**src/sv/masked_pose_blend_defines.svh**
```systemverilog
// Assertion macros for the masked pose blend block.
// Used by the top level only; expects clk_i and rst_ni in scope.
`ifndef MASKED_POSE_BLEND_DEFINES_SVH
`define MASKED_POSE_BLEND_DEFINES_SVH

// Checks that an expression holds at every clock edge out of reset.
`define MPB_ASSERT_ALWAYS(lbl, expr, msg) \
  lbl: assert property (@(posedge clk_i) disable iff (!rst_ni) (expr)) else $error(msg);

// Checks that a condition is followed by a consequence in the next cycle.
`define MPB_ASSERT_NEXT(lbl, ante, cons, msg) \
  lbl: assert property (@(posedge clk_i) disable iff (!rst_ni) (ante) |=> (cons)) else $error(msg);

`endif

```
**src/sv/mpb_pkg.sv**
```systemverilog
// Shared types and constants for the masked pose blend pipeline.
// No dependencies; the front, step and top-level modules refer to it by scoped names.
package mpb_pkg;

  // Fixed-point constants.
  localparam int unsigned Q15One  = 32768;
  localparam int unsigned Q15Half = 16384;

  // Pipeline geometry.
  localparam int unsigned FrontStages = 7;
  localparam int unsigned SqSteps     = 25;
  localparam int unsigned DvSteps     = 16;

  // Datapath widths.
  localparam int unsigned RadW  = 49;  // squared length shifted up by 16
  localparam int unsigned RootW = 25;  // square root of the radicand
  localparam int unsigned NumW  = 40;  // division remainder
  localparam int unsigned QuoW  = 16;  // quotient magnitude
  localparam int unsigned MagW  = 17;  // lerped component magnitude

  // Configuration register indexes.
  typedef enum logic [0:0] {
    RegBlendAlpha = 1'b0,
    RegUseMask    = 1'b1
  } reg_idx_e;

  // Handshake control handed from a stage to the one before it.
  typedef struct packed {
    logic en;    // global advance, low while the output is stalled
    logic take;  // downstream stage loads this cycle
  } ctl_t;

  // Results that ride alongside the normalization.
  typedef struct packed {
    logic [59:0]                trans;
    logic [15:0]                scale;
    logic [3:0][MagW-1:0]       mag;
    logic [3:0]                 neg;
  } side_t;

  typedef struct packed {
    side_t                      side;
    logic [RadW-1:0]            rem;
    logic [RootW-1:0]           root;
  } sqrt_t;

  typedef struct packed {
    side_t                      side;
    logic [RootW-1:0]           root;
    logic [3:0][NumW-1:0]       rem;
    logic [3:0][QuoW-1:0]       quo;
  } div_t;

endpackage

```
**src/sv/mpb_sqrt_step.sv**
```systemverilog
// One stage of the digit-by-digit integer square root: settles one root bit.
// Depends on mpb_pkg.
module mpb_sqrt_step #(
  parameter int unsigned Bit = 0
) (
  input  logic           clk_i,
  input  logic           rst_ni,
  input  mpb_pkg::ctl_t  ctl_i,
  input  logic           valid_i,
  input  mpb_pkg::sqrt_t data_i,
  output logic           take_o,
  output logic           valid_o,
  output mpb_pkg::sqrt_t data_o
);

  localparam int unsigned TW = mpb_pkg::RadW + 1;

  logic           v_q;
  mpb_pkg::sqrt_t d_q;
  mpb_pkg::sqrt_t nxt;
  logic [TW-1:0]  trial;
  logic           fits;

  assign take_o  = ctl_i.en || !v_q;
  assign valid_o = v_q;
  assign data_o  = d_q;

  // Try adding this bit to the root: the remainder drops by 2*root*2^Bit + 4^Bit.
  always_comb begin
    trial    = (TW'(data_i.root) << (Bit + 1)) + (TW'(1) << (2 * Bit));
    fits     = TW'(data_i.rem) >= trial;
    nxt      = data_i;
    if (fits) begin
      nxt.rem  = mpb_pkg::RadW'(TW'(data_i.rem) - trial);
      nxt.root = data_i.root | (mpb_pkg::RootW'(1) << Bit);
    end
  end

  always_ff @(posedge clk_i or negedge rst_ni) begin
    if (!rst_ni) begin
      v_q <= 1'b0;
    end else if (take_o) begin
      v_q <= valid_i;
    end else if (ctl_i.take) begin
      v_q <= 1'b0;
    end
  end

  always_ff @(posedge clk_i) begin
    if (take_o) begin
      d_q <= nxt;
    end
  end

endmodule

```
**config.mk**
```make
export PLATFORM = sky130hd
export DESIGN_NAME = mpb_sqrt_step
export DESIGN_NICKNAME = d
export VERILOG_FILES = /design/src/sv/masked_pose_blend_defines.svh /design/src/sv/mpb_pkg.sv /design/src/sv/mpb_sqrt_step.sv
export SDC_FILE = /design/constraint.sdc
export NUM_CORES = 1
export LEC_CHECK = 0
export ABC_AREA = 0
export BUFFER_PORTS_ARGS = -buffer_cell sky130_fd_sc_hd__buf_4
export CORE_AREA = 2 2 176 178
export CTS_BUF_LIST = sky130_fd_sc_hd__clkbuf_8
export CTS_CLUSTER_DIAMETER = 100
export DETAILED_ROUTE_END_ITERATION = 7
export DIE_AREA = 0 0 178 180
export PLACE_DENSITY = 0.54
export REMOVE_ABC_BUFFERS = 1
export SYNTH_ARGS = -nofsm -noshare
export SYNTH_HDL_FRONTEND = slang
export SYNTH_SLANG_ARGS = --single-unit
```
**constraint.sdc**
```tcl
create_clock -name clk_i -period 8.7 [get_ports clk_i]
set_input_delay 0.435 -clock clk_i [delete_from_list [all_inputs] [get_ports clk_i]]
set_output_delay 0.435 -clock clk_i [all_outputs]
set_load 0.005 [all_outputs]
```
# --- After elaboration in Yosys (flattened, before gate mapping) ---
# Cells that the tools add are included.
word_totals:
  elab_cells: 20
  mem_bits_rw: 0
  reg_bits: 223
  latch_bits: 0
  n_memories: 0
  out_inout_bits: 224
  rom_bits: 0
  inputBits: 227
classes:
  n_mux: 3
  add_sub_neg: 2
  order_cmp: 1
  div_mod_pow: 0
  eq_ne: 0
  n_mul: 0
  shift: 0
  n_bitwise: 0
  reduce_logical: 3
ops:
  columns: ["operator", "count"]
  rows:
  - ["2-to-1 mux 74 bit", 1]
  - [">= comparator 49 x 27 -> 1 bit", 1]
  - ["subtractor 49 x 27 -> 49 bit", 1]
  - ["adder 26 x 1 -> 27 bit (second input constant)", 1]
  - ["2-to-1 mux 1 bit", 2]
  - ["nonzero test 2 bit", 1]
  - ["zero test 1 bit", 1]
  - ["logical OR 1 bit", 1]

# --- Longest topological paths before layout ---
# Gate-level depths: netlist of run 1.
depth:
  word_depth: 3
  depth_mapped: 12
  depth_no_buf: 10

# --- Least setup slack after synthesis of run 1 ---
# Ideal clock, no wire load.
synth_path:
  path_kind: "input -> register"
  start: "input port ctl_i[1] (netlist name)"
  end: "register v_q, in the netlist valid_o"
  required_ns: 8.297
  n_path_buf: 0
  cell_stages: 2
  arrival_time_ns: 6.065
  setup_ns: 0.403
  setup_slack_ns: 2.232
  cell_sequence: "nand2b_1 o21ai_0"
synth_via:
  elab_chain_cells: 2
  elab_cells_between_ends: 3
  cone_classes: "1 x mux; 2 x reduce/logical"
synth_rtl:
  columns: ["item", "line_no", "rtl"]
  rows:
  - ["start, declared", "mpb_sqrt_step.sv:8", "input mpb_pkg::ctl_t ctl_i,"]
  - ["logical OR 1 bit (*)", "mpb_sqrt_step.sv:24", "assign take_o = ctl_i.en || !v_q;"]
  - ["2-to-1 mux 1 bit or nonzero test 2 bit (tied branches)", null, null]
  - ["end signal, assigned", "mpb_sqrt_step.sv:43", "v_q <= valid_i;"]
  - ["end, declared", "mpb_sqrt_step.sv:18", "logic v_q;"]
# Mark *: on every way between the ends. The rest lies on a longest branch, timed or not.
# A chain may end at the register's enable or synchronous reset.

==> results.yml, run 1 <==
hold_path:
  hold_class: "in -> reg"
pwr:
  p_total_w: 0.00267
  ir_drop_mv: 0.0800
  leakage_nw: 5.86
  power.density_nw_per_um2: 194
detailed_routing:
  post_drt_wl_per_cell_um: 21.7
  drt_iter0_markers: 449
  antenna_left: 0
  first_pass_iters: 4
  post_drt_via_cell_ratio: 4.60
  drt_wl_total_mm: 33.0
  via_count: 6977
  drc: 0
synthesis:
  synth_edf_count: 222
  ys_warn_count: 0
  synth_seq_cells: 223
  syn-cell-area_um2: 9260
  synth-seq-area-share_pct: 72.3
  async_reset_ff_share_pct: 0.448
  postSynthCellCount: 614
  synth_most_common_cell: "edfxtp_1"
  yosysTopAreaCell: "edfxtp_1"
  synthFlopType: "edfxtp_1"
  ys_top_cells_by_count: "222 x edfxtp_1, 46 x a21oi_1, 36 x nand2_1"
  avgSynthCellArea_um2: 15.1
  yosys.area.top_type_share_pct: 72.0
  ys_types: 57
  synth_area_leaders: "edfxtp_1 72%, ha_1 3.5%, xnor2_1 2.9%"
sta:
  slew_viol_final: 0
  hold_viol: 0
  timing.setup.tns_ns: 0
  rsz0062_at_grt: "no"
  finClkSkew_ns: 0.00966
  max_freq_mhz: 327
  min_period_ns: 3.06
  max_slew_margin_pct: 32.5
  fin_crit_sh_pct: 35.1
  holdWs_ns: 0.0764
  tightest_slew_ns: 1.01
  setup_viol: 0
finish:
  syn_to_final_growth_pct: 48.7
  drive_gt1_share_pct: 46.5
  fillers: 2782
  seq_area_um2: 6690
  design_area_um2: 13800
  utilization_pct: 45.6
  nets: 1346
  multiInputGateArea_um2: 2350
die:
  die_area_um2: 32000
  num_rows: 64
  die_x_um: 178
  coreArea_um2: 30200
  pin_count: 451
  fp.dieH_um: 180
  start_util_pct: 30.7
setup_path:
  worstSetupStartpointType: "input pin"
  worst_ep_arrival_time_ns: 3.33
  path_max_fanout: 53
  critical_path_required_ns: 8.98
  crit_type: "in -> reg"
  endpoint_kind: "flop"
cts:
  htree_num_levels: 2
  cts_sinks: 223
  postCtsResizedCells: 0
  clk_latency_ns: 0.53
  cts.path.max_buffers: 3
  cts_made_buffers: 40
  root_buffer: "clkbuf_8"
  path_clk_slew_ns: 0.06
  postCtsHoldBufs: 1
  cts_tree: "built"
  cts_setup_buffers: 0
global_route:
  grt_max_degree: 175
  grt_overflow: 0
  grt_pass1_vias: 6903
  antenna_found_initial: 7
  grt_pass1_wl_mm: 46.5
  gr-usage-all-layers_pct: 19.8
status:
  outcome: "completed"
run:
  cap_violations: 0
place:
  dpl-instance-area_um2: 13100
  hpwl_mm: 25.6
  gp_congestion: 0.844
  io_buffers: 450
[worst max-delay path, cell delays in order]
cell and delay (ns):
buf_4 0.09, inv_1 0.03, ha_1 0.47, nand4_1 0.17, a211oi_1 0.30, a221oi_2 0.14
o21bai_1 0.39, a21o_2 0.88, nand4_1 0.23, xnor2_1 0.19
[cells by family (layout without fill, tap and decap cells)]
| kind of cell | after synthesis | count (layout) | share of synthesized area, % |
|---|---|---|---|
| and+or+nand+nor | 154 | 154 | 8.95 |
| AOI/OAI and AO/OA | 114 | 114 | 8.02 |
| buffers and inverters | 48 | 553 | 2.45 |
| other | 0 | 3 | 0 |
| xor gates and xnor gates | 46 | 46 | 4.35 |
| adders and majority gates | 27 | 27 | 3.73 |
| muxes | 2 | 2 | 0.216 |
| DFF | 223 | 223 | 72.3 |
[state kept, by name, summed over array words and instances, names as in the netlist]
| name | flops |
|---|---|
| data_o | 222 |
| valid_o | 1 |
[layout by cell type, fill, tap and decap left out, drive strengths merged, types with 2 or more instances in the layout]
master	n
a221oi	2
nor2	35
a21boi	4
nand2b	6
mux2i	2
nand4	18
and2	3
nand3	10
buf	452
ha	26
nor2b	3
or4	2
nor4b	4
inv	45
a211oi	6
a21o	7
o21ai	27
nor3	15
nand4b	2
a31oi	3
xnor2	31
clkbuf	41
a21oi	48
o21a	2
diode	3
nor4	12
edfxtp	222
o21bai	2
clkinv	14
xor2	15
or2	2
o211ai	4
o221ai	2
nand2	36
[worst paths after layout]
check	start	endpoint	slack, ns	cells after the start
max in group asynchronous	rst_ni	valid_o$_DFFE_PN0P_	8.37	2
worst max register to register	valid_o$_DFFE_PN0P_	data_o[0]$_SDFFCE_PP1N_	6.38	2
worst min register to register	valid_o$_DFFE_PN0P_	data_o[91]$_DFFE_PN_	1.20	1
min in group asynchronous	rst_ni	valid_o$_DFFE_PN0P_	0.25	2
worst max-delay path	data_i[8]	data_o[65]$_DFFE_PN_	5.64	10
worst min-delay path	data_i[135]	data_o[135]$_DFFE_PN_	0.08	1
[metal layers]
metal  share of wire [%]  wire (um)  global-route usage [%]  up-vias
li1                    -          -                       -     3307
met1                  38      12600                    23.3     3332
met2                  50      16400                    34.1      292
met3                 9.6       3150                    6.70       44
met4                 2.4        792                    5.87        2
met5               0.039         13                       0        -
[where the power goes]
part	internal (W)	switching [W]
sequential	0.00131	0.0000299
clock	0.000439	0.000431
combinational	0.000241	0.000221
total	0.00199	0.000682
[final cells by class]
type | instances | area share (%)
Sequential cell | 223 | 48.6
Timing Repair Buffer | 453 | 24.8
Multi-Input combinational cell | 343 | 17.1
Clock buffer | 41 | 4.10
Tap cell | 396 | 3.60
Clock inverter | 28 | 0.927
Inverter | 31 | 0.845
Antenna cell | 3 | 0.0545
[through the flow]
stage / instances / setup WS [ns]
3_3_place_gp: 1445 / 5.16
5_1_grt: 1516 / 5.39
4_1_cts: 1515 / 5.64
6_report: 1518 / 5.64
2_1_floorplan: 597 / 2.23
3_5_place_dp: 1445 / 5.06
(Power assumes the default switching activity.)
==> inputs of run 2 (changes only) <==
- PLACE_DENSITY: 0.54 -> 0.56
- clock period: 8.7 -> 2.75 ns (I/O delays scaled with it)
==> run 2 against run 1 <==
Count of clock-buffer cells in the layout increased by 2. First-iteration DRC count grew 26%. Setup slack worse by 5.5 ns. Final area rose by 19%. Register-to-register slack got worse by 5.6 ns. Largest cell class unchanged. Highest routed layer unchanged.
==> results.yml, run 2 (same netlist as run 1, synthesis figures left out) <==
finish:
  syn_to_final_growth_pct: 77.4
  drive_gt1_share_pct: 41.0
  fillers: 2541
  nets: 1603
  fin_cells: 1781
  final_common_cell: "buf_4"
  largest_register_ffs: 222
  design_area_um2: 16400
  most-common-layout-cells: "476 x buf_4, 225 x dlygate4sd3_1, 222 x edfxtp_1, 46 x inv_1"
place:
  dpl-instance-area_um2: 13300
  preCtsSetupSlack_ns: 0.00770
  io_buffers: 450
  gp_congestion: 0.874
  hpwl_mm: 26.3
  dpl.cell_count: 1474
sta:
  setup_viol: 0
  hold_viol: 0
  max_freq_mhz: 377
  fin_crit_sh_pct: 96.4
  finClkSkew_ns: 0.0122
  holdWs_ns: 0.0858
  fin_ws_ns: 0.0984
  max_slew_margin_pct: 51.2
  slew_viol_final: 0
  min_period_ns: 2.65
  tightest_slew_ns: 0.724
global_route:
  grt_pass1_vias: 8299
  grt_pass1_wl_mm: 52.0
  gr-usage-all-layers_pct: 21.6
  grt_overflow: 0
  antenna_found_initial: 7
  grt_max_degree: 47
cts:
  cts_made_buffers: 42
  clk_latency_ns: 0.52
  cts_sinks: 223
  cts_tree: "built"
  htree_num_levels: 2
  cts.path.max_buffers: 3
  root_buffer: "clkbuf_8"
  path_clk_slew_ns: 0.06
setup_path:
  critPathCapture: "data_o[49]$_DFFE_PN_"
  worst_ep_arrival_time_ns: 3.01
  r2r-end: "valid_o$_DFFE_PN0P_"
  worstSetupStartpointType: "input pin"
  r2r_start: "valid_o$_DFFE_PN0P_"
  critPathLaunch: "data_i[0]"
  crit_type: "in -> reg"
  r2r_cells: 4
  r2r_slack_ns: 0.74
  critical_path_required_ns: 3.11
  path_max_fanout: 2
  endpoint_kind: "flop"
pwr:
  power_switching_w: 0.00233
  p_total_w: 0.00894
  ir_drop_mv: 0.274
  internal-power_w: 0.00661
  sw_frac_of_total_pct: 26.1
  power.density_nw_per_um2: 545
  seq_power_share_pct: 47.2
  clkPwrFrac_pct: 32.0
  combPwrFrac_pct: 20.8
  leakage_nw: 7.01
die:
  coreArea_um2: 30200
  fp.dieH_um: 180
  num_rows: 64
  die_x_um: 178
  start_util_pct: 30.7
  pin_count: 451
  die_area_um2: 32000
detailed_routing:
  drc: 0
  drt_wl_total_mm: 36.2
  post_drt_wl_per_cell_um: 20.3
  post_drt_via_cell_ratio: 4.53
  antenna_left: 0
  drt_iter0_markers: 565
  via_count: 8065
  first_pass_iters: 4
hold_path:
  hold_class: "in -> reg"
run:
  cap_violations: 0
status:
  outcome: "completed"
## run 2: cell types whose count changed in the layout (fill, tap and decap cells not counted), sizes merged
cell	previous run	this run
inv	45	48
clkbuf	41	43
dlygate4sd3	1	225
buf	452	483
diode	3	6
## run 2: per-stage QoR
step           utilization (%)   TNS, ns
2_1_floorplan                -   -764.41
3_3_place_gp              44.1         0
3_5_place_dp              44.1         0
4_1_cts                   54.0         0
5_1_grt                   54.4  -0.00620
6_report                  54.4         0
## run 2: worst min-delay path by stage
stage / start / to / slack (ns) / cells after the start
floorplan: rst_ni / valid_o$_DFFE_PN0P_ / -0.16 / 0
global placement: rst_ni / valid_o$_DFFE_PN0P_ / -0.08 / 1
detailed placement: rst_ni / valid_o$_DFFE_PN0P_ / -0.08 / 1
CTS: data_i[49] / data_o[49]$_DFFE_PN_ / 0.03 / 3
global route: data_i[49] / data_o[49]$_DFFE_PN_ / 0.08 / 3
finish: data_i[49] / data_o[49]$_DFFE_PN_ / 0.09 / 3
## run 2: cell type report
type	instances	area [um2]	area share, %
Clock buffer	43	592	3.60
Multi-Input combinational cell	343	2430	14.8
Sequential cell	223	6690	40.7
Inverter	31	116	0.708
Antenna cell	6	15.0	0.0914
Timing Repair Buffer	708	5950	36.2
Tap cell	396	495	3.02
Clock inverter	31	134	0.815
## run 2: per-layer routing
| metal | global-route usage (%) | vias to the layer above | part of all wire, % | wire length (um) |
|---|---|---|---|---|
| li1 | - | 3829 | - | - |
| met1 | 25.8 | 3824 | 40 | 14500 |
| met2 | 37.4 | 330 | 50 | 17900 |
| met3 | 4.63 | 80 | 6.2 | 2230 |
| met4 | 9.15 | 2 | 4.2 | 1510 |
| met5 | 0 | - | 0.036 | 13 |
## run 2: power groups by stage
stage | combinational (W) | sequential [W] | clock (W)
global route | 0.00198 | 0.00425 | 0.00310
detailed placement | 0.00155 | 0.00429 | 0
global placement | 0.00153 | 0.00428 | 0
floorplan | 0.000465 | 0.00437 | 0
CTS | 0.00183 | 0.00422 | 0.00296
finish | 0.00186 | 0.00423 | 0.00286
## run 2: worst max-delay path: stages
cell	delay, ns
dlygate4sd3_1	0.54
buf_4	0.15
fa_1	0.45
nand2b_1	0.22
a211oi_4	0.33
o31ai_4	0.13
buf_4	0.16
a21oi_2	0.18
o221ai_2	0.14
o311a_1	0.35
a211oi_2	0.22
## run 2: timing repair
item / in CTS / in global routing
buffers inserted: 0 / 2
endpoints found under the setup margin: 0 / 27
hold buffers: 225 / 0
resized for setup: 0 / 18
endpoints found under the hold margin: 223 / 0
==> inputs of run 3 (changes only) <==
- SETUP_SLACK_MARGIN: unset -> 0.5
==> run 3 against run 2 <==
Register-to-register slack improved by 0.02 ns. Setup slack improved by 0.48 ns. Critical endpoint unchanged. Clock power barely moved. Final area barely moved. Total power fell by 0.17%. Count of clock-buffer cells in the layout did not move. Combinational power barely moved. Sequential power barely moved. First-iteration DRC count rose by 9.9%. Hold slack got worse by 0.0033 ns. Global-route usage rose by 0.23 points. Critical path type unchanged.
==> results.yml, run 3 (same netlist as run 1, synthesis figures left out) <==
hold_path:
  whs_path_depth: 4
  hold-path-endpoint: "data_o[56]$_DFFE_PN_"
  hold_class: "in -> reg"
  hp-start: "data_i[55]"
setup_path:
  endpoint_kind: "flop"
  path_cells: "buf_4 -> fa_1 -> nand2b_1 -> a211oi_2 -> o31ai_4 -> buf_4 -> a21oi_1 -> o221ai_1 -> o311a_1 -> a211oi_2"
  path_max_fanout: 2
  path_buf_inv: 2
  worst_ep_arrival_time_ns: 2.54
  slowest_stage: "fa_1"
  critical_path_required_ns: 3.11
  r2r_start: "valid_o$_DFFE_PN0P_"
  crit_type: "in -> reg"
  r2r_cells: 4
  r2r_slack_ns: 0.76
  cpLargestDelayFamily: "compound AO/OA/AOI/OAI gates"
  r2r-end: "valid_o$_DFFE_PN0P_"
  worstSetupStartpointType: "input pin"
  crit_path_max_incr_delay_ns: 0.45
detailed_routing:
  drc: 0
  post_drt_wl_per_cell_um: 20.5
  post_drt_via_cell_ratio: 4.56
  antenna_left: 0
  first_pass_iters: 5
  via_count: 8105
  drt_iter0_markers: 621
  drt_wl_total_mm: 36.4
global_route:
  grt_max_degree: 47
  gr-usage-all-layers_pct: 21.9
  antenna_found_initial: 7
  grt_pass1_vias: 8337
  grt_pass1_wl_mm: 52.4
  grt_overflow: 0
cts:
  cts_sinks: 223
  cts.path.max_buffers: 3
  path_clk_slew_ns: 0.06
  cts_made_buffers: 42
  htree_num_levels: 2
  clk_latency_ns: 0.52
  cts_tree: "built"
  root_buffer: "clkbuf_8"
die:
  coreArea_um2: 30200
  fp.dieH_um: 180
  die_area_um2: 32000
  die_x_um: 178
  start_util_pct: 30.7
  num_rows: 64
  pin_count: 451
status:
  outcome: "completed"
finish:
  largest_register_ffs: 222
  fillers: 2563
  syn_to_final_growth_pct: 77.3
  most-common-layout-cells: "476 x buf_4, 226 x dlygate4sd3_1, 222 x edfxtp_1, 46 x inv_1, 46 x a21oi_1"
  seq_area_um2: 6690
  final_common_cell: "buf_4"
  drive_gt1_share_pct: 40.7
  nets: 1604
  design_area_um2: 16400
  multiInputGateArea_um2: 2410
pwr:
  p_total_w: 0.00893
  leakage_nw: 7.02
  combPwrFrac_pct: 20.6
  sw_frac_of_total_pct: 26.0
  ir_drop_mv: 0.278
  internal-power_w: 0.00661
  power_switching_w: 0.00232
  seq_power_share_pct: 47.3
  clkPwrFrac_pct: 32.1
  power.density_nw_per_um2: 544
run:
  cap_violations: 0
sta:
  rsz0062_at_grt: "no"
  slew_viol_final: 0
  max_freq_mhz: 460
  setup_viol: 0
  fin_ws_ns: 0.576
  max_slew_margin_pct: 52.5
  finClkSkew_ns: 0.0107
  hold_viol: 0
  timing.setup.tns_ns: 0
  tightest_slew_ns: 0.704
  fin_crit_sh_pct: 79.1
  min_period_ns: 2.17
place:
  hpwl_mm: 26.3
  preCtsSetupSlack_ns: 0.00770
  io_buffers: 450
  dpl-instance-area_um2: 13300
  gp_congestion: 0.874
-- run 3: changes by cell type in the layout (fill, tap and decap cells not counted), sizes merged --
cell	previous run	this run
diode	6	3
dlygate4sd3	225	226
-- run 3: worst min-delay path, cell delays in order --
cell and delay [ns]:
buf_4 0.09, nor4_2 0.05, nand4_1 0.08, xnor2_1 0.12
-- run 3: repair_timing --
item,CTS,global route
endpoints found under the setup margin,0,49
resized for setup,0,12
hold buffers,226,0
hold endpoints to repair,223,0
buffers inserted,0,2
-- run 3: through the flow --
step / hold WS [ns] / cells / util, %
finish: 0.0826 / 1779 / 54.4
global route: 0.0788 / 1779 / 54.4
CTS: 0.0264 / 1774 / 54.0
detailed placement: -0.0765 / 1474 / 44.1
global placement: -0.0770 / 1474 / 44.1
floorplan: -0.158 / 597 / -
-- run 3: worst max-delay path by stage --
stage	from	endpoint	depth (start not counted)
2_1_floorplan	ctl_i[1]	valid_o$_DFFE_PN0P_	2
6_report	data_i[0]	data_o[49]$_DFFE_PN_	10
5_1_grt	data_i[1]	data_o[72]$_DFFE_PN_	11
3_5_place_dp	data_i[4]	data_o[63]$_DFFE_PN_	11
4_1_cts	data_i[51]	data_o[72]$_DFFE_PN_	10
3_3_place_gp	data_i[4]	data_o[63]$_DFFE_PN_	11
-- run 3: cell type report --
cell class	count	share of cell area [%]
diodes	3	0.0458
clock buffers	43	3.61
clock inverters	31	0.816
inverters	31	0.709
multi-input cells	343	14.7
flip-flops and latches	223	40.8
well taps	396	3.02
repair buffers	709	36.3
-- run 3: power by group through the flow --
stage | registers, W | logic (W) | clock network (W)
floorplan | 0.00437 | 0.000465 | 0
global placement | 0.00428 | 0.00153 | 0
detailed placement | 0.00429 | 0.00155 | 0
CTS | 0.00422 | 0.00182 | 0.00296
global route | 0.00425 | 0.00197 | 0.00311
finish | 0.00422 | 0.00184 | 0.00286
-- run 3: layer usage --
layer  up-vias  routed length (um)  GRT usage [%]
met5         -                  55              0
met4         8                1770           10.6
met3        91                2560           5.31
met2       347               17800           36.8
met1      3831               14300           26.0
li1       3828                   -              -
