### config.mk
export PLATFORM = sky130hd
export DESIGN_NAME = mpb_div_step
export DESIGN_NICKNAME = d
export VERILOG_FILES = /design/src/sv/masked_pose_blend_defines.svh /design/src/sv/mpb_pkg.sv /design/src/sv/mpb_div_step.sv
export SDC_FILE = /design/constraint.sdc
export NUM_CORES = 1
export LEC_CHECK = 0
export BUFFER_PORTS_ARGS = -buffer_cell sky130_fd_sc_hd__buf_2
export CAP_MARGIN = 20
export CORE_AREA = 3 3 315 317
export CTS_CLUSTER_SIZE = 30
export DETAILED_ROUTE_END_ITERATION = 8
export DIE_AREA = 0 0 318 320
export GPL_TIMING_DRIVEN = 0
export SLEW_MARGIN = 20
export SYNTH_ARGS = -nofsm -noshare
export SYNTH_HDL_FRONTEND = slang
export SYNTH_SLANG_ARGS = --single-unit
### constraint.sdc
create_clock -name clk_i -period 11.4 [get_ports clk_i]
set_clock_uncertainty 0.15 [all_clocks]
set_input_delay 0.57 -clock clk_i [delete_from_list [all_inputs] [get_ports clk_i]]
set_output_delay 0.57 -clock clk_i [all_outputs]
set_load 0.02 [all_outputs]
### src/sv/masked_pose_blend_defines.svh
// Assertion macros for the masked pose blend block.
// Used by the top level only; expects clk_i and rst_ni in scope.
`ifndef MASKED_POSE_BLEND_DEFINES_SVH
`define MASKED_POSE_BLEND_DEFINES_SVH

// Checks that an expression holds at every clock edge out of reset.
`define MPB_ASSERT_ALWAYS(lbl, expr, msg) \
  lbl: assert property (@(posedge clk_i) disable iff (!rst_ni) (expr)) else $error(msg);

// Checks that a condition is followed by a consequence in the next cycle.
`define MPB_ASSERT_NEXT(lbl, ante, cons, msg) \
  lbl: assert property (@(posedge clk_i) disable iff (!rst_ni) (ante) |=> (cons)) else $error(msg);

`endif

### src/sv/mpb_pkg.sv
// Shared types and constants for the masked pose blend pipeline.
// No dependencies; the front, step and top-level modules refer to it by scoped names.
package mpb_pkg;

  // Fixed-point constants.
  localparam int unsigned Q15One  = 32768;
  localparam int unsigned Q15Half = 16384;

  // Pipeline geometry.
  localparam int unsigned FrontStages = 7;
  localparam int unsigned SqSteps     = 25;
  localparam int unsigned DvSteps     = 16;

  // Datapath widths.
  localparam int unsigned RadW  = 49;  // squared length shifted up by 16
  localparam int unsigned RootW = 25;  // square root of the radicand
  localparam int unsigned NumW  = 40;  // division remainder
  localparam int unsigned QuoW  = 16;  // quotient magnitude
  localparam int unsigned MagW  = 17;  // lerped component magnitude

  // Configuration register indexes.
  typedef enum logic [0:0] {
    RegBlendAlpha = 1'b0,
    RegUseMask    = 1'b1
  } reg_idx_e;

  // Handshake control handed from a stage to the one before it.
  typedef struct packed {
    logic en;    // global advance, low while the output is stalled
    logic take;  // downstream stage loads this cycle
  } ctl_t;

  // Results that ride alongside the normalization.
  typedef struct packed {
    logic [59:0]                trans;
    logic [15:0]                scale;
    logic [3:0][MagW-1:0]       mag;
    logic [3:0]                 neg;
  } side_t;

  typedef struct packed {
    side_t                      side;
    logic [RadW-1:0]            rem;
    logic [RootW-1:0]           root;
  } sqrt_t;

  typedef struct packed {
    side_t                      side;
    logic [RootW-1:0]           root;
    logic [3:0][NumW-1:0]       rem;
    logic [3:0][QuoW-1:0]       quo;
  } div_t;

endpackage

### src/sv/mpb_div_step.sv
// One stage of the four-lane restoring divider: settles one quotient bit per lane.
// Depends on mpb_pkg.
module mpb_div_step #(
  parameter int unsigned Bit = 0
) (
  input  logic          clk_i,
  input  logic          rst_ni,
  input  mpb_pkg::ctl_t ctl_i,
  input  logic          valid_i,
  input  mpb_pkg::div_t data_i,
  output logic          take_o,
  output logic          valid_o,
  output mpb_pkg::div_t data_o
);

  localparam int unsigned TW = mpb_pkg::NumW + 1;

  logic          v_q;
  mpb_pkg::div_t d_q;
  mpb_pkg::div_t nxt;
  logic [TW-1:0] trial;

  assign take_o  = ctl_i.en || !v_q;
  assign valid_o = v_q;
  assign data_o  = d_q;

  // Subtract the shifted divisor from each lane where it fits.
  always_comb begin
    trial = TW'(data_i.root) << Bit;
    nxt   = data_i;
    for (int i = 0; i < 4; i++) begin
      if (TW'(data_i.rem[i]) >= trial) begin
        nxt.rem[i]      = mpb_pkg::NumW'(TW'(data_i.rem[i]) - trial);
        nxt.quo[i][Bit] = 1'b1;
      end
    end
  end

  always_ff @(posedge clk_i or negedge rst_ni) begin
    if (!rst_ni) begin
      v_q <= 1'b0;
    end else if (take_o) begin
      v_q <= valid_i;
    end else if (ctl_i.take) begin
      v_q <= 1'b0;
    end
  end

  always_ff @(posedge clk_i) begin
    if (take_o) begin
      d_q <= nxt;
    end
  end

endmodule

## Word level (Yosys, flattened, before mapping)

Index checks and enable logic that the tools add are counted.

| storage, ports and cells | value |
|---|---|
| logic and storage cells | 38 |
| output and inout port bits | 399 |
| input bits | 402 |
| register bits | 398 |

| operators by class | value |
|---|---|
| mux-type cells | 6 |
| reduce and logical (&&, ||, !) cells | 3 |
| magnitude comparators | 4 |
| add/subtract/negate cells | 4 |

Operator list:

| cell | number |
|---|---|
| greater-or-equal comparator 40 x 25 -> 1 bit | 4 |
| two-way mux 40 bit | 4 |
| subtractor 40 x 25 -> 40 bit | 4 |
| two-way mux 1 bit | 2 |
| nonzero test 2 bit | 1 |
| zero test 1 bit | 1 |
| logical OR 1 bit | 1 |

## Depth between registers and ports, before layout

Gate-level depths: netlist (run 1).

| logic depth | value |
|---|---|
| depth in word-level cells | 3 |
| gate-level depth with buffers | 13 |
| mapped depth without buffers | 11 |

## Least setup slack after synthesis (run 1)

No wires, ideal clock.

| path | value |
|---|---|
| path kind | input-to-reg |
| start | in ctl_i[1] in the netlist's numbering |
| end | reg v_q (netlist: valid_o) |
| cell stages on the path | 2 |
| arrival time | 10.550 ns |
| library setup time | 0.576 ns |
| path buffers | 0 |
| required time | 10.674 ns |
| slack | 0.124 ns |
| cells stage by stage | nand2b_1 -> o21ai_0 |

| on the way | value |
|---|---|
| longest elaborated chain between the ends | 2 |
| elaborated cells between the ends (all ways) | 3 |
| classes of those cells | 1 x mux; 2 x reduce/logical |

RTL lines:

| what | line | source |
|---|---|---|
| from (decl) | mpb_div_step.sv:8 | `input mpb_pkg::ctl_t ctl_i,` |
| logical OR 1 bit * | mpb_div_step.sv:23 | `assign take_o = ctl_i.en \|\| !v_q;` |
| two-way mux 1 bit or nonzero test 2 bit (tied branches) | -- |  |
| to (signal assigned) | mpb_div_step.sv:43 | `v_q <= valid_i;` |
| to (decl) | mpb_div_step.sv:18 | `logic v_q;` |

Every way passes the cells marked *; elsewhere a longest branch is shown, timed or not.
A chain may end at the register's enable or synchronous reset.

==> results of run 1 <==
==> cell type report <==
cell class / instances / share of cell area (%)
Sequential cell: 398 / 39.8
Clock buffer: 61 / 4.45
Inverter: 51 / 0.638
Tap cell: 1276 / 5.32
Buffer: 48 / 0.771
Antenna cell: 21 / 0.175
Clock inverter: 34 / 1.05
Multi-Input combinational cell: 1151 / 25.9
Timing Repair Buffer: 1044 / 21.9
==> final timing paths <==
path / end / slack, ns / depth (start not counted)
worst max-delay path: data_o[84]$_DFFE_PN_ / 6.45 / 14
worst min-delay path: data_o[0]$_SDFFCE_PP1N_ / 0.07 / 2
worst max register to register: data_o[47]$_DFFE_PN_ / 8.72 / 6
worst min register to register: data_o[340]$_DFFE_PN_ / 0.72 / 1
max in group asynchronous: valid_o$_DFFE_PN0P_ / 10.90 / 2
min in group asynchronous: valid_o$_DFFE_PN0P_ / 0.12 / 2
==> registers in the layout, summed over array words and instances (netlist names) <==
register,flops
valid_o,1
data_o,397
==> routing by layer <==
metal / track usage, % / up-vias / wire, microns
met1: 23.9 / 8734 / 42200
met2: 32.8 / 827 / 49400
li1: - / 8488 / -
met3: 7.02 / 194 / 9850
met5: 0 / - / 216
met4: 9.79 / 36 / 5650
==> synth_stat cells (4+ instances only) <==
| master | count |
|---|---|
| a211o_1 | 5 |
| a211oi_1 | 9 |
| a21boi_0 | 4 |
| a21o_1 | 53 |
| a21oi_1 | 112 |
| a31oi_1 | 8 |
| and2_1 | 10 |
| and3_1 | 6 |
| buf_2 | 10 |
| buf_4 | 4 |
| clkbuf_1 | 30 |
| edfxtp_1 | 397 |
| fa_1 | 4 |
| ha_1 | 100 |
| inv_1 | 51 |
| mux2_2 | 14 |
| nand2_1 | 154 |
| nand2b_1 | 22 |
| nand3_1 | 19 |
| nand3b_1 | 8 |
| nand4_1 | 27 |
| nand4b_1 | 6 |
| nor2_1 | 104 |
| nor2b_1 | 13 |
| nor3_1 | 35 |
| nor4_1 | 24 |
| nor4b_1 | 6 |
| o2111ai_1 | 5 |
| o211ai_1 | 11 |
| o21a_1 | 22 |
| o21ai_0 | 114 |
| o21bai_1 | 10 |
| o31a_1 | 4 |
| o31ai_1 | 10 |
| or2_2 | 7 |
| or3_1 | 22 |
| or4_1 | 4 |
| xnor2_1 | 70 |
| xor2_1 | 72 |
==> worst max-delay path, stage by stage <==
cell and delay, ns:
dlygate4sd3_1 0.54, buf_2 0.13, inv_1 0.48, ha_1 0.35, clkbuf_1 0.19, a21oi_1 0.28, o21bai_1 0.10, a211o_1 0.30
a311oi_1 0.50, o21ai_1 0.30, nor2_1 0.41, buf_2 0.30, buf_2 0.29, o21ai_0 0.32
==> power by group through the flow <==
stage	logic, W	clock network, W	registers [W]
after detailed placement	0.00107	0	0.00189
after global routing	0.00121	0.00173	0.00187
after floorplan	0.000358	0	0.00214
final	0.00113	0.00161	0.00186
after CTS	0.00114	0.00168	0.00186
after global placement	0.00105	0	0.00195
==> through the flow <==
step / TNS (ns) / power, W / utilization (%)
floorplan: 0 / 0.00250 / -
global placement: -1932.37 / 0.00300 / 26.6
detailed placement: 0 / 0.00295 / 26.9
CTS: 0 / 0.00468 / 31.0
global route: 0 / 0.00481 / 31.0
finish: 0 / 0.00460 / 31.1
==> cell families after synthesis <==
| family | synth area share (%) |
|---|---|
| flip-flops | 59.4 |
| AO/OA/AOI/OAI | 13.0 |
| adder cells (fa/ha/maj) | 6.62 |
| XOR/XNOR | 6.18 |
| buffers and inverters | 2.10 |
| multiplexers | 0.933 |
| AND/OR/NAND/NOR | 11.8 |
==> flow_metrics.env, run 1 <==
export IMPL_outcome="finished clean"
export IMPL_core_sq_mm=0.0966
export IMPL_ant_nets=0
export IMPL_clock_fmax_mhz=202
export IMPL_drt_vias_per_instance=4.48
export IMPL_nets=3252
export IMPL_grt_max_degree=53
export IMPL_fillers=9962
export IMPL_remaining_drc_errors=0
export IMPL_cts_tree="built"
export IMPL_grt_setup_unrepaired="no"
export IMPL_worst_slew_pin_slew_ns=0.943
export IMPL_r2r_start="valid_o$_DFFE_PN0P_"
export IMPL_die_width_microns=318
export IMPL_track_usage_pct=20.2
export IMPL_cts_made_buffers=52
export IMPL_power_density_mw_per_mm2=153
export IMPL_finalCriticalPeriod_ns=4.95
export IMPL_setup_viol=0
export IMPL_yosysSeqAreaShare_pct=59.4
export IMPL_clkTransAtPathRegs_ns=0.06
export IMPL_synth_top_cell_area_share_pct=59.3
export IMPL_synth_edff_count=397
export IMPL_layout_commonest_cell="buf_2"
export IMPL_synth_ff_type="edfxtp_1"
export IMPL_post_cts_buffers=0
export IMPL_placed_cell_area_sq_mm=0.0259
export IMPL_wire_per_inst_microns=26.3
export IMPL_hold_class="input port to flip-flop"
export IMPL_layoutNonFillerInstCount=4084
export IMPL_synth_area_leaders="edfxtp_1 59%, ha_1 6.2%, xor2_1 3.1%, xnor2_1 3.0%, nand2_1 2.9%"
export IMPL_whs_ns=0.0671
export IMPL_seq_area_sq_mm=0.0119
export IMPL_cts_resized=0
export IMPL_cp_startpoint="data_i[237]"
export IMPL_postCtsHoldBufs=236
export IMPL_path_class="input port to flip-flop"
export IMPL_swShare_pct=32.6
export IMPL_port_buffers=799
export IMPL_cts_max_level=2
export IMPL_cts_root_buf="clkbuf_16"
export IMPL_worst_slack_ns=6.45
export IMPL_routed_wl_mm=107
export IMPL_yosys_warnings=0
export IMPL_io_pins=801
export IMPL_leakagePower_nw=12.6
export IMPL_period_share_pct=43.4
export IMPL_num_vias=18279
export IMPL_dpl_worst_slack_ns=6.48
export IMPL_end_kind="flip-flop"
export IMPL_ir_worst_vdd_v=0.000107
export IMPL_dieArea_sq_mm=0.102
export IMPL_synth_seq_cells=398
export IMPL_multi_input_area_sq_mm=0.00776
export IMPL_synth_distinct_cells=75
export IMPL_yosysTopAreaCell="edfxtp_1"
export IMPL_area_growth_pct=49.2
export IMPL_place_gp_congestion=0.874
export IMPL_cap_violations=0
export IMPL_grt_pass1_wl_mm=144
export IMPL_clock_sinks=398
export IMPL_seqPwrFrac_pct=40.4
export IMPL_rows=114
export IMPL_slew_headroom_pct=37.0
export IMPL_stdcell_area_sq_mm=0.0300
export IMPL_dp_hpwl_mm=86.8
export IMPL_p_switching_w=0.00150
export IMPL_synthArstFlopShare_pct=0.251
export IMPL_syn_avg_cell_area_sq_um=12.2
export IMPL_clock_latency_ns=0.62
export IMPL_die_height_microns=320
export IMPL_power_frac_comb_pct=24.6
export IMPL_netlist_instances=1648
export IMPL_drtIter0Drc=1437
export IMPL_globalRouteOverflowTotal=0
export IMPL_cp_max_fo=10
export IMPL_antenna_found_initial=50
export IMPL_clock_path_buffers=3
export IMPL_initial_core_util_pct=20.8
export IMPL_critPathRequiredTime_ns=11.53
export IMPL_cp_start_kind="input port"
export IMPL_min_from="data_i[0]"
export IMPL_syn_nets=2154
export IMPL_synth_area_sq_mm=0.0201
export IMPL_arrival_ns=5.07
export IMPL_firstDrtPassIters=5
export IMPL_grt_pass1_vias=18060
export IMPL_mostFrequentLayoutCells="809 x buf_2, 397 x edfxtp_1, 236 x dlygate4sd3_1"
export IMPL_pwr_share_clk_pct=35.0
export IMPL_drive_above_1_share_pct=34.0
export IMPL_dp_cells=3732
export IMPL_slew_viol_final=0
export IMPL_finalHoldViolCount=0
export IMPL_p_int_w=0.00310
Power figures use the tool's default switching activity.
==> run 2, diff against run 1 <==
==> constraint.sdc (replaced) <==
create_clock -name clk_i -period 4.4 [get_ports clk_i]
set_clock_uncertainty 0.15 [all_clocks]
set_input_delay 0.22 -clock clk_i [delete_from_list [all_inputs] [get_ports clk_i]]
set_output_delay 0.22 -clock clk_i [all_outputs]
set_load 0.02 [all_outputs]
==> run 2 against run 1 <==
  * First-iteration DRC count up 2.1%
  * Cell area up 6.8%
  * Clock power rose to 2.6 times the previous value
  * Utilization up 2.1 points
  * Via count up 4.5%
  * Count of clock-buffer cells in the layout down 2
  * Wire length up 1.5%
  * Sequential power rose to 2.6 times the previous value
  * Sequential cell count unchanged
  * Global-route usage up 0.35 points
  * Final cell count up 4.5%
  * Power rose to 2.6 times the previous value
  * Highest routed layer unchanged
==> flow_metrics.env, run 2 (synthesis results as in run 1) <==
export IMPL_outcome="finished clean"
export IMPL_die_width_microns=318
export IMPL_mostFrequentLayoutCells="809 x buf_2, 429 x dlygate4sd3_1, 397 x edfxtp_1"
export IMPL_whs_ns=0.0223
export IMPL_remaining_drc_errors=0
export IMPL_cts_tree="built"
export IMPL_ir_worst_vdd_v=0.000275
export IMPL_rows=114
export IMPL_leakagePower_nw=13.4
export IMPL_arrival_ns=4.50
export IMPL_grt_pass1_vias=19084
export IMPL_r2r_slack_ns=1.67
export IMPL_cts_root_buf="clkbuf_16"
export IMPL_num_vias=19110
export IMPL_worst_slack_ns=0.100
export IMPL_clkTransAtPathRegs_ns=0.06
export IMPL_finalHoldViolCount=0
export IMPL_top_layer="met5"
export IMPL_power_density_mw_per_mm2=379
export IMPL_path_class="input port to flip-flop"
export IMPL_dpl_worst_slack_ns=-0.154
export IMPL_grt_pass1_wl_mm=148
export IMPL_slew_viol_final=0
export IMPL_setup_viol=0
export IMPL_largest_reg_flops=397
export IMPL_critPathRequiredTime_ns=4.60
export IMPL_clock_sinks=398
export IMPL_r2r_end="data_o[75]$_DFFE_PN_"
export IMPL_dp_hpwl_mm=85.8
export IMPL_globalRouteOverflowTotal=0
export IMPL_layout_commonest_cell="buf_2"
export IMPL_cp_max_fo=10
export IMPL_port_buffers=799
export IMPL_die_height_microns=320
export IMPL_r2r_start="valid_o$_DFFE_PN0P_"
export IMPL_layoutNonFillerInstCount=4266
export IMPL_nets=3448
export IMPL_drtIter0Drc=1467
export IMPL_cp_start_kind="input port"
export IMPL_drt_vias_per_instance=4.48
export IMPL_clock_path_buffers=3
export IMPL_routed_wl_mm=109
export IMPL_reg2reg_depth=5
export IMPL_end_kind="flip-flop"
export IMPL_placed_cell_area_sq_mm=0.0259
export IMPL_cap_violations=0
export IMPL_clock_latency_ns=0.61
export IMPL_cts_made_buffers=51
export IMPL_io_pins=801
export IMPL_place_gp_congestion=0.881
export IMPL_m1WireLength_mm=44.0
export IMPL_worst_slew_pin_slew_ns=0.745
export IMPL_power_w=0.0121
export IMPL_area_growth_pct=59.4
export IMPL_slew_headroom_pct=49.9
export IMPL_ant_nets=0
export IMPL_grt_max_degree=56
export IMPL_cp_startpoint="data_i[239]"
export IMPL_stdcell_area_sq_mm=0.0321
export IMPL_wire_per_inst_microns=25.5
export IMPL_hold_class="input port to flip-flop"
export IMPL_antenna_found_initial=32
export IMPL_track_usage_pct=20.6
export IMPL_drive_above_1_share_pct=32.5
export IMPL_wl_met2_mm=51.7
export IMPL_clock_fmax_mhz=233
export IMPL_period_share_pct=97.7
export IMPL_cp_endpoint="data_o[100]$_DFFE_PN_"
export IMPL_initial_core_util_pct=20.8
export IMPL_dp_cells=3731
export IMPL_firstDrtPassIters=8
export IMPL_wl_met3_mm=8.61
export IMPL_core_sq_mm=0.0966
export IMPL_finalCriticalPeriod_ns=4.30
export IMPL_dieArea_sq_mm=0.102
export IMPL_cts_max_level=2
## run 2: cell types whose count changed in the layout (fill, tap and decap cells not counted), sizes merged
cell | previous run | this run
clkbuf | 92 | 90
bufinv | 2 | 5
inv | 56 | 41
diode | 21 | 13
clkinvlp | 8 | 15
dlygate4sd3 | 236 | 429
buf | 825 | 829
## run 2: layout make-up
cell class | count | area (sq um)
fillers | 9798 | 64500
flip-flops and latches | 398 | 11900
repair buffers | 1241 | 8560
multi-input cells | 1151 | 7830
well taps | 1276 | 1600
clock buffers | 59 | 1310
clock inverters | 29 | 320
inverters | 51 | 236
plain buffers | 48 | 233
diodes | 13 | 32.5
## run 2: how the worst min path moves through the flow
| stage | from | to | cells after the start |
|---|---|---|---|
| after floorplan | rst_ni | valid_o$_DFFE_PN0P_ | 0 |
| final | data_i[201] | data_o[201]$_DFFE_PN_ | 3 |
| after global placement | rst_ni | valid_o$_DFFE_PN0P_ | 1 |
| after detailed placement | rst_ni | valid_o$_DFFE_PN0P_ | 1 |
| after CTS | data_i[203] | data_o[203]$_DFFE_PN_ | 3 |
| after global routing | data_i[201] | data_o[201]$_DFFE_PN_ | 3 |
## run 2: through the flow
stage,util [%],setup TNS [ns]
floorplan,-,0
global placement,26.6,-362.10
detailed placement,26.9,-0.570
CTS,33.0,0
global route,33.2,-0.0110
finish,33.2,0
## run 2: report_power, final
| group | internal (W) | switching [W] |
|---|---|---|
| Clock | 0.00242 | 0.00177 |
| Sequential | 0.00470 | 0.000115 |
| Combinational | 0.00114 | 0.00199 |
| Total | 0.00826 | 0.00388 |
## run 2: worst max-delay path: stages
cell	delay, ns
dlygate4sd3_1	0.52
buf_2	0.15
clkinvlp_4	0.37
ha_1	0.60
nand2_1	0.17
nor4_1	0.67
a31oi_1	0.24
and2_1	0.23
nand2_1	0.11
nor2_2	0.09
buf_2	0.21
nand4b_1	0.20
xnor2_1	0.16
dlygate4sd3_1	0.56
## run 2: repair_timing
action,in CTS,in global routing
endpoints found under the hold margin,396,0
resized for setup,0,29
setup endpoints to repair,0,27
hold buffers,429,0
buffers inserted,0,5
## run 2: routing by layer
metal,vias to the layer above,track usage [%]
met1,9276,25.0
met4,24,7.25
met3,158,6.21
met5,-,0
met2,805,34.5
li1,8847,-
==> run 3, diff against run 2 <==
--- a/config.mk
+++ b/config.mk
@@ -5,7 +5,7 @@
 export SDC_FILE = /design/constraint.sdc
 export NUM_CORES = 1
 export LEC_CHECK = 0
-export BUFFER_PORTS_ARGS = -buffer_cell sky130_fd_sc_hd__buf_2
+export BUFFER_PORTS_ARGS = -buffer_cell sky130_fd_sc_hd__buf_4
 export CAP_MARGIN = 20
 export CORE_AREA = 3 3 315 317
 export CTS_CLUSTER_SIZE = 30
==> run 3 against run 2 <==
  * Wire length up 0.26%
  * Utilization up 2.2 points
  * Non-clock buffer count up 3
  * Worst hold slack better by 0.025 ns
  * Highest routed layer unchanged
  * Combinational power up 10%
  * Via count down 0.26%
  * Maximum frequency up 0.54%
  * Largest cell class unchanged
  * Cell area up 6.6%
  * Clock power up 5.0%
  * Global-route usage up 0.12 points
  * Sequential share of layout area down 2.3 points
==> flow_metrics.env, run 3 (synthesis results as in run 1) <==
export IMPL_outcome="finished clean"
export IMPL_swShare_pct=31.4
export IMPL_cp_max_fo=9
export IMPL_port_buffers=799
export IMPL_track_usage_pct=20.7
export IMPL_cts_made_buffers=50
export IMPL_arrival_ns=4.51
export IMPL_clkTransAtPathRegs_ns=0.06
export IMPL_die_height_microns=320
export IMPL_place_gp_congestion=0.878
export IMPL_dp_hpwl_mm=86.0
export IMPL_p_switching_w=0.00398
export IMPL_globalRouteOverflowTotal=0
export IMPL_cap_violations=0
export IMPL_drtIter0Drc=1338
export IMPL_core_sq_mm=0.0966
export IMPL_seqPwrFrac_pct=38.1
export IMPL_area_growth_pct=69.8
export IMPL_io_pins=801
export IMPL_power_frac_comb_pct=27.2
export IMPL_clock_path_buffers=3
export IMPL_period_share_pct=97.2
export IMPL_mostFrequentLayoutCells="808 x buf_4, 432 x dlygate4sd3_1, 397 x edfxtp_1"
export IMPL_rows=114
export IMPL_num_vias=19060
export IMPL_cts_root_buf="clkbuf_16"
export IMPL_placed_cell_area_sq_mm=0.0279
export IMPL_grt_pass1_wl_mm=149
export IMPL_r2r_slack_ns=1.71
export IMPL_power_density_mw_per_mm2=372
export IMPL_setup_viol=0
export IMPL_end_kind="flip-flop"
export IMPL_worst_slew_pin_slew_ns=0.956
export IMPL_wire_per_inst_microns=25.5
export IMPL_power_w=0.0127
export IMPL_cts_tree="built"
export IMPL_remaining_drc_errors=0
export IMPL_firstDrtPassIters=5
export IMPL_leakagePower_nw=14.1
export IMPL_dp_cells=3731
export IMPL_hold_class="input port to flip-flop"
export IMPL_critPathRequiredTime_ns=4.63
export IMPL_nets=3450
export IMPL_die_width_microns=318
export IMPL_ant_nets=0
export IMPL_ir_worst_vdd_v=0.000312
export IMPL_cp_start_kind="input port"
export IMPL_stdcell_area_sq_mm=0.0342
export IMPL_pwr_share_clk_pct=34.7
export IMPL_clock_sinks=398
export IMPL_routed_wl_mm=109
export IMPL_finalCriticalPeriod_ns=4.28
export IMPL_dieArea_sq_mm=0.102
export IMPL_largest_reg_flops=397
export IMPL_slew_headroom_pct=36.2
export IMPL_slew_viol_final=0
export IMPL_grt_pass1_vias=19317
export IMPL_fillers=9598
export IMPL_layoutNonFillerInstCount=4271
export IMPL_finalHoldViolCount=0
export IMPL_clock_fmax_mhz=234
export IMPL_clock_latency_ns=0.62
export IMPL_layout_commonest_cell="buf_4"
export IMPL_antenna_found_initial=38
export IMPL_drive_above_1_share_pct=32.7
export IMPL_grt_setup_unrepaired="yes"
export IMPL_initial_core_util_pct=20.8
export IMPL_grt_max_degree=55
export IMPL_drt_vias_per_instance=4.46
export IMPL_path_class="input port to flip-flop"
export IMPL_p_int_w=0.00871
export IMPL_cts_max_level=2
## run 3: changes by cell type in the layout (fill, tap and decap cells not counted), sizes merged
cell | previous run | this run
inv | 41 | 39
bufinv | 5 | 7
dlygate4sd3 | 429 | 432
diode | 13 | 11
clkinv | 19 | 26
clkbuf | 90 | 87
## run 3: final cells by class
type                    count  area, sq um  area share [%]
plain buffers              48          234           0.685
multi-input cells        1151         7840            22.9
flip-flops and latches    398        11900            35.0
clock inverters            36          435            1.27
inverters                  51          236           0.692
diodes                     11         27.5          0.0806
clock buffers              56         1290            3.79
repair buffers           1244        10600            30.9
well taps                1276         1600            4.67
## run 3: worst max-delay path, cell delays in order
cell and delay (ns):
dlygate4sd3_1 0.65, buf_4 0.17, clkinvlp_4 0.35, ha_1 0.43, clkbuf_1 0.31, nand4_1 0.22
or3_1 0.36, a21oi_1 0.15, o21a_1 0.29, o311ai_4 0.20, a2111o_1 0.43, a21o_1 0.18
dlygate4sd3_1 0.55
## run 3: path summary, 6_finish.rpt
check                                    start                    end  depth (start not counted)
max                                data_i[247]  data_o[135]$_DFFE_PN_                         13
min                                data_i[201]  data_o[201]$_DFFE_PN_                          3
max reg2reg                valid_o$_DFFE_PN0P_   data_o[69]$_DFFE_PN_                          5
min reg2reg                valid_o$_DFFE_PN0P_  data_o[280]$_DFFE_PN_                          1
max in group asynchronous               rst_ni    valid_o$_DFFE_PN0P_                          3
min in group asynchronous               rst_ni    valid_o$_DFFE_PN0P_                          3
## run 3: power by group through the flow
| stage | logic, W | registers (W) | clock network (W) |
|---|---|---|---|
| global placement | 0.00307 | 0.00495 | 0 |
| CTS | 0.00347 | 0.00484 | 0.00458 |
| finish | 0.00345 | 0.00484 | 0.00441 |
| detailed placement | 0.00310 | 0.00490 | 0 |
| floorplan | 0.000929 | 0.00547 | 0 |
| global route | 0.00368 | 0.00488 | 0.00470 |
## run 3: metal layers
metal  part of all wire, %  global-route usage [%]  up-vias
li1                      -                       -     8854
met1                    40                    24.8     9207
met2                    47                    34.0      780
met3                   7.9                    6.21      185
met4                   5.0                    9.55       34
met5                  0.21                       0        -
## run 3: per-stage QoR
| stage | util [%] | setup TNS [ns] | worst slack, ns | hold WS [ns] |
|---|---|---|---|---|
| 6_report | 35.4 | 0 | 0.123 | 0.0473 |
| 5_1_grt | 35.4 | -0.00707 | -0.00411 | 0.0125 |
| 4_1_cts | 35.2 | 0 | 0.0627 | 0.00140 |
| 3_5_place_dp | 28.9 | -0.0952 | -0.0585 | -0.150 |
| 3_3_place_gp | 28.7 | -377.83 | -1.27 | -0.154 |
| 2_1_floorplan | - | 0 | 0.511 | -0.226 |
## run 3: timing repair
action,CTS,global route
hold endpoints to repair,397,0
hold buffers,432,0
setup buffers,0,5
setup endpoints to repair,0,40
resized for setup,0,30
